`src/design/fq_alu_pkg.sv`:
```
package fq_alu_pkg;

  localparam int unsigned FracBits = 8;
  localparam int unsigned Width    = 32;
  // dividend is an operand magnitude shifted left by the fraction bits
  localparam int unsigned DivWidth = Width + FracBits;

  typedef enum logic [3:0] {
    CmdAdd     = 4'd0,
    CmdSub     = 4'd1,
    CmdMul     = 4'd2,
    CmdDiv     = 4'd3,
    CmdGt      = 4'd4,
    CmdLt      = 4'd5,
    CmdGe      = 4'd6,
    CmdLe      = 4'd7,
    CmdEq      = 4'd8,
    CmdNe      = 4'd9,
    CmdMin     = 4'd10,
    CmdMax     = 4'd11,
    CmdInc     = 4'd12,
    CmdDec     = 4'd13,
    CmdFromInt = 4'd14,
    CmdToInt   = 4'd15
  } cmd_e;

  // result value, compare flag and command, carried alongside the divider
  typedef struct packed {
    cmd_e              cmd;
    logic [Width-1:0]  value;
    logic              cmp;
  } simple_t;

  // one restoring divider lane
  typedef struct packed {
    logic [DivWidth-1:0] rem;
    logic [DivWidth-1:0] quo;
    logic [Width-1:0]    dvs;
    logic                neg;
    logic                dz;
  } div_lane_t;

  // everything one pipeline stage holds
  typedef struct packed {
    simple_t          s;
    div_lane_t        d;
    logic [Width-1:0] ma;
    logic [Width-1:0] mb;
  } pipe_t;

endpackage

```
`src/design/fq_alu_stage.sv`:
```
// One pipeline stage with valid bit and per-stage stall.
module fq_alu_stage (
  input  logic              clk_i,
  input  logic              rst_ni,
  input  logic              valid_i,
  output logic              ready_o,
  input  fq_alu_pkg::pipe_t data_i,
  output logic              valid_o,
  input  logic              ready_i,
  output fq_alu_pkg::pipe_t data_o
);
  logic              valid_q;
  fq_alu_pkg::pipe_t data_q;

  assign ready_o = !valid_q || ready_i;
  assign valid_o = valid_q;
  assign data_o  = data_q;

  always_ff @(posedge clk_i or negedge rst_ni) begin
    if (!rst_ni) begin
      valid_q <= 1'b0;
    end else if (ready_o) begin
      valid_q <= valid_i;
    end
  end

  always_ff @(posedge clk_i) begin
    if (ready_o && valid_i) begin
      data_q <= data_i;
    end
  end
endmodule

```
`config.mk`:
```
export PLATFORM = sky130hd
export DESIGN_NAME = fq_alu_stage
export DESIGN_NICKNAME = d
export VERILOG_FILES = /design/src/design/fq_alu_pkg.sv /design/src/design/fq_alu_stage.sv
export SDC_FILE = /design/constraint.sdc
export NUM_CORES = 1
export LEC_CHECK = 0
export ABC_AREA = 1
export BUFFER_PORTS_ARGS = -buffer_cell sky130_fd_sc_hd__clkbuf_2
export CAP_MARGIN = 25
export CORE_AREA = 5 5 165 167
export DETAILED_ROUTE_END_ITERATION = 10
export DIE_AREA = 0 0 170 172
export PLACE_DENSITY = 0.51
export SKIP_LAST_GASP = 1
export SLEW_MARGIN = 20
export SYNTH_ARGS = -nofsm -noshare
export SYNTH_HDL_FRONTEND = slang
export SYNTH_SLANG_ARGS = --single-unit
```
`constraint.sdc`:
```
create_clock -name clk_i -period 13.65 [get_ports clk_i]
set_input_delay 4.095 -clock clk_i [delete_from_list [all_inputs] [get_ports clk_i]]
set_output_delay 4.095 -clock clk_i [all_outputs]
set_load 0.02 [all_outputs]
```
# Yosys cells after proc, flatten, opt, wreduce, memory -nomap -nowiden
# Index checks and enable logic that the tools add are counted.
dict set report word_totals {
  regBits 216
  output_inout_bits 217
}
dict set report op_classes {
  reduce_logical 3
}
# operator count
set ops {}
lappend ops {{$logic_and A1 B1 Y1} 1}
lappend ops {{$logic_not A1 Y1} 1}
lappend ops {{$logic_or A1 B1 Y1} 1}

# Depth between registers and ports, before layout
# Gate-level depths: netlist (run 1).
dict set report depth {
  depth_word 3
  mapped_depth 3
  ltp_nobuf 3
}

# Worst setup path before layout (run 1)
# Ideal clock, no wire load.
dict set report synth_timing {
  kind {input to register}
  startpoint {input port valid_i}
  endpoint {register data_q, in the netlist data_o[0] (enable)}
  setup_time_ps 862
  t_arrival_ps 14455
  required_ps 12788
  path_slack_ps -1667
  path_stages 2
  path_cell_list {inv_1 -> a21oi_1}
}
dict set report synth_between {
  elab_chain_cells 1
}
# item line
set synth_rtl {}
lappend synth_rtl {{start, declared} fq_alu_stage.sv:5} ;# input logic valid_i,
lappend synth_rtl {{$logic_and A1 B1 Y1} fq_alu_stage.sv:28} ;# if (ready_o && valid_i) begin
lappend synth_rtl {{end signal, assigned} fq_alu_stage.sv:29} ;# data_q <= data_i;
lappend synth_rtl {{end, declared} fq_alu_stage.sv:13} ;# fq_alu_pkg::pipe_t data_q;
# Every way passes these cells.
# A chain may end at the register's enable or synchronous reset.

# Worst setup path in the final report (run 1)
dict set report layout_timing {
  startpoint {input port ready_i}
  endpoint {output port ready_o}
}
dict set report layout_between {
  elab_chain_cells 1
}
# item line
set layout_rtl {}
lappend layout_rtl {{start, declared} fq_alu_stage.sv:9} ;# input logic ready_i,
lappend layout_rtl {{$logic_or A1 B1 Y1} fq_alu_stage.sv:15} ;# assign ready_o = !valid_q || ready_i;
lappend layout_rtl {{end, declared} fq_alu_stage.sv:6} ;# output logic ready_o,
# Every way passes these cells.

==> impl_metrics.ini, run 1 <==
[outcome]
status = completed

[synth]
synth-seq-cells = 216
syn_area_per_cell_um2 = 29.4
syn-num-nets = 440
synth.cell_area_mm2 = 0.00650
ys.warnings.count = 0
synth_cell_type_count = 5
syn_inst = 221
ys_seq_area_share_pct = 99.7

[route]
via_count = 3966
viasPerCell = 3.82
drtAntennaViolNets = 0
routedWlPerCell_um = 17.5
drc = 0
drt_iter0_markers = 171
wl_mm = 18.2
drtPass1Iterations = 4

[layout]
multi_input_area_um2 = 23.8
nets = 906
num-fill-cells = 2432
postLayoutCellArea_mm2 = 0.00992
post-route-util_pct = 38.7
diodes = 0
regArea_mm2 = 0.00648
syn2layout_area_growth_pct = 52.7
drive_gt1_share_pct = 67.8

[floorplan]
ioPinCount = 436
initial_core_util_pct = 25.4
die_y_um = 172
die_x_um = 170
die_area_mm2 = 0.0292
rows = 59
coreArea_mm2 = 0.0256

[clock_tree]
cts_buffers = 25
cts_hold_buf = 0
cts_tree = done
clockBufferDepth = 3
cts_root_buf = clkbuf_16
cts_sinks = 216
clk_pin_slew_worst_paths_ns = 0.06
post_cts_resized = 0
clk_latency_ns = 0.50
h-tree-depth = 1
cts_setup_buffers = 0

[worst_setup_path]
start_kind = primary input
crit_required_ns = 9.55
r2r_cells = 3
critPathKind = primary input to output port
cp-end-kind = output port
timing.rr.end = data_o[155]
reg2reg_from = valid_o
critPathArrivalTime_ns = 4.50
cp_max_fo = 2
r2r_slack_ns = 11.14

[power_and_ir_drop]
total_power_mw = 1.54
leakage_nw = 4.29
irDropWorstVdd_uv = 92.1
powerDensity_mw_per_mm2 = 155

[placement]
dpl-instance-area_mm2 = 0.00913
gp_congestion = 0.745
io_buffers = 435

[sta]
skew_ns = 0.00495
tightest_slew_ns = 0.944
rsz0062_at_grt = false
setup_viol = 0
fmax_mhz = 116
hold_viol_final = 0
post-route-min-period_ns = 8.59
fin_crit_sh_pct = 63.0
relSlewSlack_pct = 37.1
setup_tns_ns = 0
drv_slew = 0

[global_routing]
grt-busiest-layer = met2
use_met2_pct = 19.4
grt_pass1_wl_mm = 24.9
grt_max_degree = 83
met3_usage_pct = 4.76
overflow = 0
antenna_found_initial = 3
grtUsageTotal_pct = 11.2
use_met1_pct = 12.5
grt_pass1_vias = 4126

[min_path]
holdPathStages = 2
hp-class = flip-flop to flip-flop
min_from = valid_o
hold_end = valid_o

[run]
cap_violations = 0
==> how the worst max path moves through the flow <==
| stage | startpoint | to | slack [ns] | cells after the start |
|---|---|---|---|---|
| finish | ready_i | ready_o | 5.06 | 4 |
| global route | ready_i | ready_o | 5.03 | 4 |
| CTS | ready_i | ready_o | 5.05 | 4 |
| detailed placement | ready_i | ready_o | 5.06 | 4 |
| global placement | ready_i | ready_o | 5.05 | 4 |
| floorplan | ready_i | data_o[0] | 2.78 | 2 |
==> cell usage after synthesis <==
cell type  count  share of area [%]
inv_1          2               0.12
edfxtp_1     215                 99
a21oi_1        1              0.077
dfrtp_1        1               0.38
nand2_1        2               0.12
==> per-layer routing <==
metal | share of wire, % | vias to the layer above
li1 | - | 1833
met1 | 35 | 1838
met2 | 49 | 248
met3 | 12 | 41
met4 | 3.2 | 6
met5 | 0.22 | -
==> logic make-up after synthesis <==
logic type | share of synthesized area [%]
buffers and inverters | 0.116
AO/OA/AOI/OAI | 0.0769
AND/OR/NAND/NOR | 0.116
flip-flops | 99.7
==> registers in the layout, summed over array words and instances (netlist names) <==
signal	flops
data_o	215
valid_o	1
==> critical path: stages <==
cell and delay, ns:
clkbuf_2 0.08, inv_1 0.09, nand2_1 0.08, clkbuf_2 0.16
==> through the flow <==
| stage | instances | hold WS (ns) | setup slack [ns] |
|---|---|---|---|
| floorplan | 221 | 0.784 | 2.78 |
| global placement | 994 | 0.569 | 5.05 |
| detailed placement | 994 | 0.570 | 5.06 |
| CTS | 1038 | 0.585 | 5.05 |
| global route | 1039 | 0.627 | 5.03 |
| finish | 1039 | 0.580 | 5.06 |
==> where the power goes <==
group,total [mW],internal (mW),switching [mW]
registers,0.784,0.775,0.00963
logic,0.129,0.0448,0.0846
clock network,0.627,0.374,0.253
==> cells in the final DEF, fill, tap and decap left out <==
cell / synthesis / final
clkinv_1: 0 / 3
inv_6: 0 / 2
bufinv_16: 0 / 2
clkinv_4: 0 / 1
clkbuf_2: 0 / 435
a21oi_4: 0 / 1
edfxtp_1: 215 / 215
buf_4: 0 / 3
buf_12: 0 / 1
inv_1: 2 / 2
clkbuf_16: 0 / 25
nand2_1: 2 / 2
clkbuf_1: 0 / 4
dfrtp_1: 1 / 1
clkinv_2: 0 / 7
==> cell type report <==
cell class	instances	share of cell area (%)
clock buffers	29	6.45
clock inverters	15	1.34
inverters	2	0.0756
multi-input cells	3	0.240
flip-flops and latches	216	65.3
well taps	335	4.22
repair buffers	439	22.4
Power figures use the tool's default switching activity.
==> run 2: changes to the inputs <==
Settings changed: ABC_AREA 1 to 0.
Clock period 13.65 ns to 8.9 ns, I/O delays scaled along.
==> impl_metrics.ini, run 2 <==
[worst_setup_path]
crit_start = ready_i
cp-end-kind = output port
cp_max_fo = 3
r2r_cells = 3
timing.rr.end = data_o[7]
critical_path_buf_inv_count = 2
r2r_slack_ns = 6.28
critPathArrivalTime_ns = 3.04
crit_slowest_cell = clkbuf_2
reg2reg_from = valid_o
cp_cell_sequence = clkbuf_2, nand2b_4, clkbuf_2
critPathMaxStageDelay_ns = 0.15
crit_family = buffers and inverters
crit_required_ns = 6.23
crit_top_cell = clkbuf_2
critPathKind = primary input to output port
start_kind = primary input

[sta]
relSlewSlack_pct = 33.6
fin_crit_sh_pct = 64.1
post-route-min-period_ns = 5.71
whs_ns = 0.589
setup_viol = 0
rsz0062_at_grt = false
fmax_mhz = 175
skew_ns = 0.0231
fin_ws_ns = 3.19
drv_slew = 0
setup_tns_ns = 0
tightest_slew_ns = 0.995
hold_viol_final = 0

[min_path]
hold_end = valid_o
min_from = valid_o
hp-class = flip-flop to flip-flop
holdPathStages = 2

[clock_tree]
cts_hold_buf = 0
cts_root_buf = clkbuf_16
h-tree-depth = 1
clk_pin_slew_worst_paths_ns = 0.06
cts_buffers = 25
cts_setup_buffers = 0
clockBufferDepth = 3
cts_sinks = 216
cts_tree = done
clk_latency_ns = 0.52
post_cts_resized = 0

[floorplan]
die_y_um = 172
coreArea_mm2 = 0.0256
initial_core_util_pct = 25.4
die_area_mm2 = 0.0292
ioPinCount = 436
rows = 59
die_x_um = 170

[power_and_ir_drop]
irDropWorstVdd_uv = 148
leakage_nw = 4.29
powerDensity_mw_per_mm2 = 241

[route]
drc = 0
drtPass1Iterations = 3
drt_iter0_markers = 214
wl_mm = 18.7
viasPerCell = 3.81
routedWlPerCell_um = 18.0
via_count = 3958
drtAntennaViolNets = 0

[global_routing]
grt-busiest-layer = met2
grtUsageTotal_pct = 11.6
grt_max_degree = 77
use_met2_pct = 20.2
grt_pass1_vias = 4259
grt_pass1_wl_mm = 25.4
overflow = 0
met3_usage_pct = 5.60
use_met1_pct = 12.4
antenna_found_initial = 3

[synth]
synth-seq-cells = 216
ys.warnings.count = 0
synth.cell_area_mm2 = 0.00651
synth_edf_count = 215
synth_top_family_by_area = simple AND/OR/NAND/NOR gates
synth_mux_area_share_pct = 0
yosys-top-cells-count = edfxtp_1, and2_4, dfrtp_1, nand2b_1, nand2b_4
synthAdderAreaFrac_pct = 0
yosys-top-cells-area = edfxtp_1, dfrtp_1, nand2b_4
ys_async_sr_fraction_pct = 0.463
synth_xor_xnor_area_share_pct = 0
synth_cell_type_count = 5
syn_area_per_cell_um2 = 29.7
synth_area_leader_cell = edfxtp_1
post-synth-top-count-cell = edfxtp_1
yosys.area_share.simple_pct = 0.442
ys.flop_type = edfxtp_1
syn_inst = 219
syn-num-nets = 438
synth_top_area_share_pct = 99.2
synth_compound_area_share_pct = 0
ys_seq_area_share_pct = 99.6

[placement]
io_buffers = 435
gp_congestion = 0.761
pre_cts_slack_ns = 3.19
place_hpwl_mm = 14.6
dp_cells = 992

[run]
cap_violations = 0

[layout]
instances_no_fill = 1038
syn2layout_area_growth_pct = 52.6
post-route-util_pct = 38.8
final_cell_mix = clkbuf_2, edfxtp_1, clkbuf_16, clkinv_2
diodes = 0
drive_gt1_share_pct = 68.0
layout_commonest_cell = clkbuf_2
nets = 903
largest_reg_flops = 215

[outcome]
status = completed
## run 2: layer usage
layer  part of all wire [%]  up-vias  routed length [µm]
li1                       -     1828                   -
met1                     34     1827                6310
met2                     50      261                9290
met3                     14       36                2580
met4                    2.3        6                 426
met5                   0.22        -                  41
## run 2: stage by stage
step	area, µm²	power [mW]
2_1_floorplan	6510	1.32
3_3_place_gp	9130	1.43
3_5_place_dp	9130	1.43
4_1_cts	9940	2.44
5_1_grt	9940	2.50
6_report	9940	2.40
## run 2: worst max path at each step
stage               depth (start not counted)       to  slack (ns)
floorplan                                   1  ready_o        3.41
global placement                            3  ready_o        3.18
detailed placement                          3  ready_o        3.19
CTS                                         3  ready_o        3.19
global route                                3  ready_o        3.17
finish                                      3  ready_o        3.19
## run 2: power by group
| part | internal [mW] | switching [mW] |
|---|---|---|
| Clock | 0.603 | 0.392 |
| Combinational | 0.0680 | 0.130 |
| Sequential | 1.19 | 0.0145 |
## run 2: kinds of logic (layout without fill, tap and decap cells)
group,Yosys count,count (layout)
simple gates,3,3
buf+inv,0,484
flops,216,216
## run 2: tightest hold or removal path, stage by stage, from the launching register on
cell and delay [ns]:
dfrtp_1 0.41, nand2b_4 0.08, nand2b_1 0.07
## run 2: cell type report
| cell class | count | area [µm²] |
|---|---|---|
| multi-input cells | 3 | 28.8 |
| fillers | 2450 | 15700 |
| repair buffers | 438 | 2200 |
| well taps | 335 | 419 |
| clock buffers | 29 | 641 |
| clock inverters | 17 | 168 |
| flip-flops and latches | 216 | 6480 |
==> run 3: changes to the inputs <==
Settings changed: PLACE_DENSITY 0.51 to 0.53.
Clock period 8.9 ns to 5 ns, I/O delays scaled along.
==> impl_metrics.ini, run 3 (synthesized netlist as in run 2, its figures left out) <==
[worst_setup_path]
critPathKind = primary input to output port
worstSetupEndpoint = ready_o
timing.rr.end = data_o[68]
crit_cells = 3
crit_family = buffers and inverters
crit_required_ns = 3.50
r2r_slack_ns = 3.14
critPathArrivalTime_ns = 1.87
cp_max_fo = 3
start_kind = primary input
critPathMaxStageDelay_ns = 0.15
crit_slowest_cell = clkbuf_2
r2r_cells = 3
cp-end-kind = output port
reg2reg_from = valid_o
cp_cell_sequence = clkbuf_2, nand2b_4, clkbuf_2
crit_top_cell = clkbuf_2
critical_path_buf_inv_count = 2
crit_start = ready_i

[sta]
tightest_slew_ns = 0.492
rsz0062_at_grt = false
relSlewSlack_pct = 67.2
setup_viol = 0
post-route-min-period_ns = 3.37
fmax_mhz = 297
hold_viol_final = 0
skew_ns = 0.00854
fin_crit_sh_pct = 67.3
drv_slew = 0
setup_tns_ns = 0
whs_ns = 0.662

[clock_tree]
clk_pin_slew_worst_paths_ns = 0.06
cts_root_buf = clkbuf_16
cts_setup_buffers = 0
cts_buffers = 23
h-tree-depth = 1
cts_hold_buf = 0
clockBufferDepth = 3
cts_tree = done
post_cts_resized = 0
clk_latency_ns = 0.49
cts_sinks = 216

[power_and_ir_drop]
p_comb_share_pct = 8.9
powerDensity_mw_per_mm2 = 410
swShare_pct = 22.3
irDropWorstVdd_uv = 283
clockPowerShare_pct = 37.9
pwr-share-seq_pct = 53.2
leakage_nw = 4.22
power_switching_mw = 0.897
cellInternalPower_mw = 3.13

[route]
wl_mm = 18.4
via_count = 3909
drc = 0
drt_iter0_markers = 166
viasPerCell = 3.80
drtAntennaViolNets = 0
drtPass1Iterations = 4
routedWlPerCell_um = 17.9

[placement]
io_buffers = 435
gp_congestion = 0.758
place_hpwl_mm = 14.5

[outcome]
status = completed

[run]
cap_violations = 0

[global_routing]
antenna_found_initial = 2
grtUsageTotal_pct = 11.3
overflow = 0
grt_max_degree = 84
grt_pass1_wl_mm = 24.8
grt_pass1_vias = 4034

[floorplan]
rows = 59
die_x_um = 170
ioPinCount = 436
initial_core_util_pct = 25.4
coreArea_mm2 = 0.0256
die_area_mm2 = 0.0292
die_y_um = 172

[layout]
regArea_mm2 = 0.00648
nets = 901
largest_reg_flops = 215
drive_gt1_share_pct = 67.6
diodes = 0
num-fill-cells = 2424
multi_input_area_um2 = 28.8
syn2layout_area_growth_pct = 50.8
final_cell_mix = clkbuf_2, edfxtp_1, clkbuf_16, clkbuf_1
layout_commonest_cell = clkbuf_2
post-route-util_pct = 38.3

[min_path]
hp-class = flip-flop to flip-flop
[run 3: worst min-delay path by stage]
stage / startpoint / endpoint / cells after the start
floorplan: valid_o / valid_o / 2
global placement: valid_o / valid_o / 2
detailed placement: valid_o / valid_o / 2
CTS: valid_o / valid_o / 2
global route: valid_o / valid_o / 2
finish: valid_o / valid_o / 2
[run 3: area by class of cell]
class | instances | area share [%]
clock buffers | 28 | 6.05
repair buffers | 438 | 22.7
flip-flops and latches | 216 | 66.0
multi-input cells | 3 | 0.293
well taps | 335 | 4.27
clock inverters | 9 | 0.726
[run 3: layer usage]
| layer | up-vias | GRT usage, % | share of wire, % |
|---|---|---|---|
| met3 | 27 | 5.19 | 13 |
| met4 | 4 | 3.06 | 1.6 |
| met2 | 266 | 19.6 | 50 |
| met1 | 1794 | 12.8 | 35 |
| li1 | 1818 | - | - |
| met5 | - | 0 | 0.18 |
[run 3: power groups by stage]
stage	sequential, mW	clock (mW)	combinational (mW)
CTS	2.14	1.60	0.366
finish	2.14	1.53	0.357
global route	2.15	1.67	0.382
global placement	2.18	0	0.364
floorplan	2.31	0	0.0345
detailed placement	2.18	0	0.366
[run 3: worst reg2reg max path, cell delays in order (launching register included)]
cell      delay, ns
dfrtp_1        0.43
nand2b_4       0.10
and2_4         0.46
buf_12         0.43
[run 3: metrics by stage]
step / cell area, µm² / power, mW / setup slack (ns) / std cells
3_3_place_gp: 9150 / 2.54 / 1.63 / 992
2_1_floorplan: 6510 / 2.34 / 1.37 / 219
3_5_place_dp: 9150 / 2.54 / 1.63 / 992
4_1_cts: 9820 / 4.10 / 1.63 / 1029
5_1_grt: 9820 / 4.20 / 1.61 / 1029
6_report: 9820 / 4.02 / 1.63 / 1029
